===== src/sv/mfr_pkg.sv =====
package mfr_pkg;

  localparam int unsigned SYNC_W = 24;
  localparam int unsigned BYTE_W = 8;
  localparam int unsigned CFG_DATA_W = SYNC_W;

  localparam logic [3:0] NO_PAIR = 4'hF;

  typedef enum logic [1:0] {
    REG_SYNC_PATTERN   = 2'd0,
    REG_TRAILER_CODE   = 2'd1,
    REG_LOST_SYNC_CODE = 2'd2,
    REG_RAW_CAPACITY   = 2'd3
  } reg_index_t;

  typedef enum logic [2:0] {
    ST_OK         = 3'd0,
    ST_COLLISION  = 3'd1,
    ST_LOST_SYNC  = 3'd2,
    ST_MANCHESTER = 3'd3,
    ST_OVERRUN    = 3'd4
  } end_status_t;

  localparam logic [SYNC_W-1:0] SYNC_PATTERN_RST   = 24'h335553;
  localparam logic [BYTE_W-1:0] TRAILER_CODE_RST   = 8'h35;
  localparam logic [BYTE_W-1:0] LOST_SYNC_CODE_RST = 8'hFF;
  localparam logic [BYTE_W-1:0] RAW_CAPACITY_RST   = 8'hFF;
  localparam logic [BYTE_W-1:0] COLLISION_CODE     = 8'h00;

  typedef struct packed {
    logic [SYNC_W-1:0] sync_pattern;
    logic [BYTE_W-1:0] trailer_code;
    logic [BYTE_W-1:0] lost_sync_code;
    logic [BYTE_W-1:0] raw_capacity;
  } cfg_t;

  typedef struct packed {
    logic              in_message;
    logic [SYNC_W-1:0] sync_window;
    logic [BYTE_W-1:0] stored_count;
    logic              half_done;
    logic [BYTE_W-1:0] partial_byte;
  } frame_state_t;

  typedef struct packed {
    logic              valid;
    logic              has_byte;
    logic [BYTE_W-1:0] message_byte;
    logic              frame_end;
    end_status_t       end_status;
    logic [BYTE_W-1:0] raw_count;
  } result_t;

  // Manchester nibble to two data bits; NO_PAIR for codes that are not a valid pair.
  function automatic logic [3:0] pair_of_nibble(input logic [3:0] nib);
    logic [3:0] pair;
    unique case (nib)
      4'h5:    pair = 4'h3;
      4'h6:    pair = 4'h2;
      4'h9:    pair = 4'h1;
      4'hA:    pair = 4'h0;
      default: pair = NO_PAIR;
    endcase
    return pair;
  endfunction

endpackage


===== src/sv/mfr_step.sv =====
module mfr_step (
  input  mfr_pkg::cfg_t         cfg,
  input  mfr_pkg::frame_state_t st,
  input  logic [7:0]            rx_byte,
  output mfr_pkg::frame_state_t st_nxt,
  output mfr_pkg::result_t      res
);
  import mfr_pkg::*;

  logic [3:0]        hi;
  logic [3:0]        lo;
  logic [SYNC_W-1:0] window;
  logic              ended;
  logic              has_byte;
  logic [BYTE_W-1:0] msg;
  end_status_t       status;

  assign hi     = pair_of_nibble(rx_byte[7:4]);
  assign lo     = pair_of_nibble(rx_byte[3:0]);
  assign window = {st.sync_window[SYNC_W-BYTE_W-1:0], rx_byte};

  always_comb begin
    st_nxt   = st;
    ended    = 1'b0;
    has_byte = 1'b0;
    msg      = '0;
    status   = ST_OK;

    priority if (!st.in_message) begin
      st_nxt.sync_window = window;
      if (window == cfg.sync_pattern) begin
        st_nxt.in_message = 1'b1;
      end
    end else if (rx_byte == COLLISION_CODE) begin
      ended  = 1'b1;
      status = ST_COLLISION;
    end else if (rx_byte == cfg.lost_sync_code) begin
      ended  = 1'b1;
      status = ST_LOST_SYNC;
    end else if (rx_byte == cfg.trailer_code) begin
      ended  = 1'b1;
      status = ST_OK;
    end else begin
      st_nxt.stored_count = st.stored_count + 8'd1;
      if (hi == NO_PAIR || lo == NO_PAIR) begin
        ended  = 1'b1;
        status = ST_MANCHESTER;
      end else begin
        st_nxt.partial_byte = {st.partial_byte[3:0], hi[1:0], lo[1:0]};
        st_nxt.half_done    = ~st.half_done;
        // second nibble completes the byte
        if (st.half_done) begin
          has_byte = 1'b1;
          msg      = {st.partial_byte[3:0], hi[1:0], lo[1:0]};
        end
      end
    end

    if (st_nxt.in_message && !ended && st_nxt.stored_count >= cfg.raw_capacity) begin
      ended  = 1'b1;
      status = ST_OVERRUN;
    end

    res.valid        = has_byte || ended;
    res.has_byte     = has_byte;
    res.message_byte = msg;
    res.frame_end    = ended;
    res.end_status   = ended ? status : ST_OK;
    res.raw_count    = ended ? st_nxt.stored_count : '0;

    // back to hunting with a clean frame
    if (ended) begin
      st_nxt = '0;
    end
  end

endmodule


===== src/sv/manchester_frame_receiver.sv =====
// Channel  Ports                              Moves
// in       in_valid / in_ready / in_rx_byte   one raw radio byte per request
// out      out_valid / out_ready / out_*      one decoded byte and/or frame end
// cfg      cfg_we / cfg_index / cfg_wdata     register write, no handshake
//
// One byte per cycle while in_ready is high: the whole per-byte step is a single
// combinational pass from the frame state registers to the result register.
// A byte that gives no result updates state only; a result is shown in the next cycle.
// Synchronous active-low reset clears frame state and out_valid, resets cfg registers.
// in_ready drops only while a result waits in the output register and out_ready is low.
module manchester_frame_receiver (
  input  logic                           clk,
  input  logic                           rst_n,
  input  logic                           in_valid,
  output logic                           in_ready,
  input  logic [7:0]                     in_rx_byte,
  output logic                           out_valid,
  input  logic                           out_ready,
  output logic                           out_has_byte,
  output logic [7:0]                     out_message_byte,
  output logic                           out_frame_end,
  output logic [2:0]                     out_end_status,
  output logic [7:0]                     out_raw_count,
  input  logic                           cfg_we,
  input  logic [1:0]                     cfg_index,
  input  logic [mfr_pkg::CFG_DATA_W-1:0] cfg_wdata
);
  import mfr_pkg::*;

  cfg_t         cfg_r;
  frame_state_t st_r;
  frame_state_t st_nxt;
  result_t      res;
  result_t      out_r;
  logic         out_valid_r;
  logic         out_valid_nxt;
  logic         accept;

  mfr_step u_step (
    .cfg     (cfg_r),
    .st      (st_r),
    .rx_byte (in_rx_byte),
    .st_nxt  (st_nxt),
    .res     (res)
  );

  assign in_ready = !out_valid_r || out_ready;
  assign accept   = in_valid && in_ready;

  always_comb begin
    out_valid_nxt = out_valid_r;
    priority if (accept) begin
      out_valid_nxt = res.valid;
    end else if (out_ready) begin
      out_valid_nxt = 1'b0;
    end
  end

  always_ff @(posedge clk) begin
    if (!rst_n) begin
      cfg_r.sync_pattern   <= SYNC_PATTERN_RST;
      cfg_r.trailer_code   <= TRAILER_CODE_RST;
      cfg_r.lost_sync_code <= LOST_SYNC_CODE_RST;
      cfg_r.raw_capacity   <= RAW_CAPACITY_RST;
    end else if (cfg_we) begin
      unique case (reg_index_t'(cfg_index))
        REG_SYNC_PATTERN:   cfg_r.sync_pattern   <= cfg_wdata;
        REG_TRAILER_CODE:   cfg_r.trailer_code   <= cfg_wdata[BYTE_W-1:0];
        REG_LOST_SYNC_CODE: cfg_r.lost_sync_code <= cfg_wdata[BYTE_W-1:0];
        REG_RAW_CAPACITY:   cfg_r.raw_capacity   <= cfg_wdata[BYTE_W-1:0];
        default: ;
      endcase
    end
  end

  always_ff @(posedge clk) begin
    if (!rst_n) begin
      st_r        <= '0;
      out_valid_r <= 1'b0;
    end else begin
      out_valid_r <= out_valid_nxt;
      if (accept) begin
        st_r <= st_nxt;
      end
    end
  end

  // payload loads only with a result that will be shown
  always_ff @(posedge clk) begin
    if (accept && res.valid) begin
      out_r <= res;
    end
  end

  assign out_valid        = out_valid_r;
  assign out_has_byte     = out_r.has_byte;
  assign out_message_byte = out_r.message_byte;
  assign out_frame_end    = out_r.frame_end;
  assign out_end_status   = out_r.end_status;
  assign out_raw_count    = out_r.raw_count;

endmodule


===== config.mk =====
export PLATFORM = sky130hd
export DESIGN_NAME = manchester_frame_receiver
export DESIGN_NICKNAME = d
export VERILOG_FILES = /design/src/sv/mfr_pkg.sv /design/src/sv/mfr_step.sv /design/src/sv/manchester_frame_receiver.sv
export SDC_FILE = /design/constraint.sdc
export NUM_CORES = 1
export LEC_CHECK = 0
export CAP_MARGIN = 10
export CORE_MARGIN = 5
export CORE_UTILIZATION = 25
export DETAILED_ROUTE_END_ITERATION = 16
export DONT_BUFFER_PORTS = 1
export GPL_TIMING_DRIVEN = 0
export PLACE_DENSITY_LB_ADDON = 0.2
export SLEW_MARGIN = 25
export SYNTH_ARGS = -nofsm -noshare
export SYNTH_HDL_FRONTEND = slang
export SYNTH_SLANG_ARGS = --single-unit

===== constraint.sdc =====
create_clock -name clk -period 13.44 [get_ports clk]
set_input_delay 2.688 -clock clk [delete_from_list [all_inputs] [get_ports clk]]
set_output_delay 2.688 -clock clk [all_outputs]
set_load 0.03 [all_outputs]

**Yosys cells after proc, flatten, opt, wreduce, memory -nomap -nowiden**

Index checks and enable logic that the tools add are counted.

- Register bits after elaboration: 100
- Latch bits: 0
- RAM bits: 0
- Bits in read-only memories: 0
- Logic and storage cells: 95
- Memories: 0

- Add/sub/neg operators: 1
- Multipliers: 0
- Div/mod/pow operators: 0
- Magnitude comparators: 1
- Equal/unequal tests: 21
- Shift-type cells: 0
- Muxes and demuxes: 30
- Bitwise operators: 3
- Reduce and logical (&&, ||, !) cells: 22

Operators with widths:

| operator | number |
|---|---|
| 17-bit 2-to-1 mux | 4 |
| 42-bit 2-to-1 mux | 1 |
| 4-bit one-hot mux with 4 select lines | 2 |
| 25-bit 2-to-1 mux | 1 |
| 24-bit equality test | 1 |
| 4-bit equality test (second input constant) | 6 |
| 4-bit by 3-bit equality test with 1-bit output (second input constant) | 4 |
| 8-bit equality test | 2 |
| 1-bit 2-to-1 mux | 15 |
| 3-bit 2-to-1 mux | 5 |
| 2-bit by 1-bit inequality test with 1-bit output (second input constant) | 5 |
| 2-bit AND reduction | 5 |
| 9-bit 2-to-1 mux | 1 |
| 8-bit by 1-bit adder with 8-bit output (second input constant) | 1 |
| 8-bit >= comparator | 1 |
| 8-bit zero test | 1 |
| 6-bit AND reduction | 1 |
| 6-bit OR reduction | 1 |
| 2-bit equality test (second input constant) | 2 |
| 1-bit logical AND | 4 |
| 2-bit nonzero test | 2 |
| 4-bit OR reduction | 1 |
| 1-bit logical OR | 3 |
| 1-bit NOT | 3 |
| 5 further kinds | 6 |

**Depth between registers and ports, before layout**

- Word-level depth: 15
- Mapped depth: 19
- Mapped depth without buffers: 14

**Cells and area by module**

From an unflattened synthesis, not the netlist that was laid out.

- Cell total of the unflattened synthesis: 651
- Area total of the unflattened synthesis: 5710.5 um^2

By module, submodules not included:

| module | instances | cells each | area each (um^2) | seq. area each (um^2) |
|---|---|---|---|---|
| manchester_frame_receiver | 1 | 417 | 4053.9 | 2452.4 |
| mfr_step | 1 | 234 | 1656.6 | 0.0 |

**Worst setup path before layout**

OpenSTA, ideal clock, no wires.

- Path kind: input to register
- Start: input port in_rx_byte[6]
- End: register out_r (netlist bit out_end_status[0]) (enable)
- Data arrival time: 6535 ps
- Required time: 13034 ps
- Setup slack: 6499 ps
- Cell stages on the path: 16
- Buffers on the path: 4
- Path through: buf_4 xor2_1 nor4_1 and2_1 buf_6 nor4_1 xor2_1 ha_1 o21a_1 a21oi_1 or3_1 a221o_1 buf_6 and2_4 buf_6 a21oi_1

- Word-level cells in the longest chain between the ends: 15

RTL lines:

| item | RTL line | source |
|---|---|---|
| from (decl) | manchester_frame_receiver.sv:16 | `input logic [7:0] in_rx_byte,` |
| 4-bit equality test / 4-bit by 3-bit equality test with 1-bit output (equally long branches) | mfr_pkg.sv:57 | `unique case (nib)` |
| 4-bit one-hot mux with 4 select lines | mfr_pkg.sv:57 |  |
| 4-bit equality test | mfr_step.sv:45 | `if (hi == NO_PAIR \|\| lo == NO_PAIR) begin` |
| 1-bit logical OR | mfr_step.sv:45 |  |
| 1-bit 2-to-1 mux | mfr_step.sv:45 |  |
| 1-bit 2-to-1 mux | mfr_step.sv:40 | `end else if (rx_byte == cfg.trailer_code) begin` |
| 1-bit 2-to-1 mux | mfr_step.sv:37 | `end else if (rx_byte == cfg.lost_sync_code) begin` |
| 1-bit 2-to-1 mux | mfr_step.sv:34 | `end else if (rx_byte == COLLISION_CODE) begin` |
| 1-bit 2-to-1 mux | mfr_step.sv:29 | `priority if (!st.in_message) begin` |
| 1-bit zero test | mfr_step.sv:59 | `if (st_nxt.in_message && !ended && st_nxt.stored_count >= cfg.raw_capacity) begin` |
| 1-bit logical AND (2 in a row) | mfr_step.sv:59 |  |
| 1-bit 2-to-1 mux | mfr_step.sv:59 |  |
| 1-bit logical OR * | mfr_step.sv:64 | `res.valid = has_byte \|\| ended;` |
| 1-bit logical AND * | manchester_frame_receiver.sv:90 | `if (accept && res.valid) begin` |
| to (signal assigned) | manchester_frame_receiver.sv:91 | `out_r <= res;` |
| to (decl) | manchester_frame_receiver.sv:34 | `result_t out_r;` |

Mark *: on every way between the ends. The rest lies on a longest branch, timed or not. The select of a mux whose other input is x is not followed.
A chain may end at the register's enable or synchronous reset.

**Final worst setup path**

- Start: input port in_rx_byte[4]
- End: register out_r (netlist bit out_raw_count[2]) (enable)

Same word-level chain as after synthesis.

==> qor.txt <==
Core Area - 0.0188 mm²
Sink Count - 100
Syn-to-layout area delta - 13.7%
Post-Syn Nets - 561
# fillers - 1973
Tot GR Track Use - 12.3%
Layout cells sized above 1 - 9.26%
Max-slew violation count - 0
Vias in the first global route - 3685
RSZ-0062 raised after global routing - false
Clk buf depth - 2
Power, Total - 0.669 mW
CP Launch Type - input port
Final Critical Period - 6.56 ns
Adder-Cell Fraction of Synth Area - 2.35%
CP Data Arrival Time - 6.55 ns
R2r endpoint - out_raw_count[2]
Initial core utilization - 25.5%
Worst EP required - 13.43 ns
Vias per inst - 4.66
Worst-Skew Late Latency - 0.36 ns
Final worst-path cycle share - 48.8%
Mux contribution to synthesized area - 1.25%
I/O pin cnt - 62
Die W - 148 µm
Setup violators final - 0
DR WL/cell - 17.0 µm
Start point of the critical path - in_rx_byte[4]
Register area share after synthesis - 46.2%
Reg2reg start - cfg_r[12]
Power per Cell Area - 123 mW/mm²
Final hold vios - 0
Async SR Flop Fraction - 0%
CTS root buf - clkbuf_16
Compound-Gate Fraction of Synth Area - 11.9%
Post-layout util - 29.0%
Clock skew - 0.0103 ns
Input/output buffers - 0
FMAX - 152 MHz
Netlist cell types - 54
Multi-input gate area - 0.00233 mm²
Placed Area - 0.00509 mm²
Sequential Area - 0.00221 mm²
Hold_buf cts - 0
Vert. Die Dim - 148 µm
CTS clock-pin slew for the worst setup and hold paths - 0.07 ns
Yosys warns - 0
Placer congestion estimate - 0.783
Worst min-delay path class - flop to flop
Critical path type - input port to flop
Worst R2R Path Depth - 15
Total Routed Length - 13000 µm
Remaining antenna violation count - 0
Num CTS Buffers - 9
Die area - 0.0220 mm²
Starting DRT DRC Count - 227
Worst setup EP type - flop
Post-cts sizing count - 0
R2R setup slack - 9.05 ns
TNS Setup - 0 ns
WHS - 0.460 ns
Peak supply drop - 0.0000524 V
Initial antenna violation count - 0
Drc violations - 0
Largest net degree at the start of global routing - 22
Commonest non-fill, non-tap cell in the layout - nand2_1
Cell row count - 50
Slew margin rel. - 40.9%
Outcome - finished, final reports clean
Largest family of logic cells by synthesized area - simple AND/OR/NAND/NOR gates
#FFs+latches synth - 100
1st-pass router iterations - 4
Routed vias - 3553
Post-synth top flop - dfxtp_1
Postcts setup bufs - 0
Most frequent cells in the layout - nand2_1, dfxtp_1, xor2_1, nand3_1, edfxtp_1
Worst slew pin tran - 0.885 ns
Lkg Pwr - 2.10 nW
First-pass GRT wire length - 20700 µm
CTS tree - yes
Worst Min Path Start - st_r[1]
Post-synth EDFFs - 21
Finished Cell Area - 0.00544 mm²
Synth Area in XOR/XNOR - 9.27%
Synthesized instance count - 513
CP endpoint - out_raw_count[2]
Crit path max fanout - 21
Total gr overflow - 0
Post-synthesis simple-gate area fraction - 23.7%
Area of the mapped netlist - 0.00479 mm²
Synth Area per Inst - 9.34 µm²
DP HPWL - 9970 µm
Hold Path Stages - 2
Ant. Diodes - 0
H-tree depth - 3
Max-cap viol count - 0
Final-stage net count - 572
state kept, by name, indices dropped and copies added, names as in the netlist:
register / cells
out_has_byte: 1
out_valid: 1
out_raw_count: 8
out_frame_end: 1
out_end_status: 3
out_message_byte: 8
cfg_r: 48
st_r: 30
cells by family (layout without fill, tap and decap cells):
group / count (synthesis) / count (layout)
compound gates: 73 / 73
fa+ha+maj: 9 / 9
simple gates: 227 / 227
flops: 100 / 100
xor+xnor: 49 / 49
buf+inv: 49 / 65
mux: 6 / 6
metal layers:
| metal | vias up | GRT usage [%] | routed length (µm) |
|---|---|---|---|
| li1 | 1791 | - | - |
| met1 | 1672 | 15.8 | 5950 |
| met2 | 74 | 19.2 | 5910 |
| met3 | 16 | 3.96 | 869 |
| met4 | 0 | 4.94 | 246 |
| met5 | - | 0 | 0 |
critical path, cell delays in order:
cell	delay (ns)
buf_4	0.16
xor2_1	0.15
nor4_1	0.47
nand2_1	0.24
nand3_1	0.28
xor2_1	0.28
inv_1	0.08
ha_1	0.28
or3_1	0.10
a21oi_1	0.08
or3_1	0.38
a221o_1	0.36
buf_6	0.15
and2_4	0.14
buf_6	0.14
a21oi_4	0.57
synth_stat cells, types with 10 or more instances:
| master | number | area [µm²] |
|---|---|---|
| and2_1 | 16 | 100 |
| edfxtp_1 | 21 | 631 |
| clkbuf_1 | 17 | 63.8 |
| nand3_1 | 40 | 200 |
| dfxtp_1 | 79 | 1580 |
| nor4_1 | 14 | 87.6 |
| a21boi_0 | 16 | 120 |
| inv_1 | 15 | 56.3 |
| a22o_1 | 16 | 140 |
| nand2_1 | 110 | 413 |
| o211ai_1 | 10 | 75.1 |
| xor2_1 | 46 | 403 |
area by class of cell:
class	count	share of cell area, %
sequential	100	40.6
inverter	16	1.15
clock buffer	11	4.85
multi-input combinational	364	42.8
buffer	33	3.59
clock inverter	5	1.59
tap	234	5.38
report_power, final:
part / switching, mW / internal [mW] / total [mW]
clock network: 0.121 / 0.182 / 0.303
registers: 0.00641 / 0.314 / 0.320
logic: 0.0280 / 0.0177 / 0.0457
through the flow:
| step | std cells | worst slack (ns) |
|---|---|---|
| after floorplan | 513 | 6.50 |
| after global placement | 747 | 5.53 |
| after detailed placement | 747 | 6.46 |
| after CTS | 763 | 6.83 |
| after global routing | 763 | 6.61 |
| final | 763 | 6.88 |
worst min-delay path by stage:
stage | end | slack [ns]
after floorplan | st_r[0] | 0.43
after global placement | st_r[3] | 0.45
after detailed placement | st_r[3] | 0.45
final | st_r[1] | 0.46
after CTS | st_r[3] | 0.46
after global routing | st_r[0] | 0.48
Note: power is estimated with default switching activity, not from simulation.
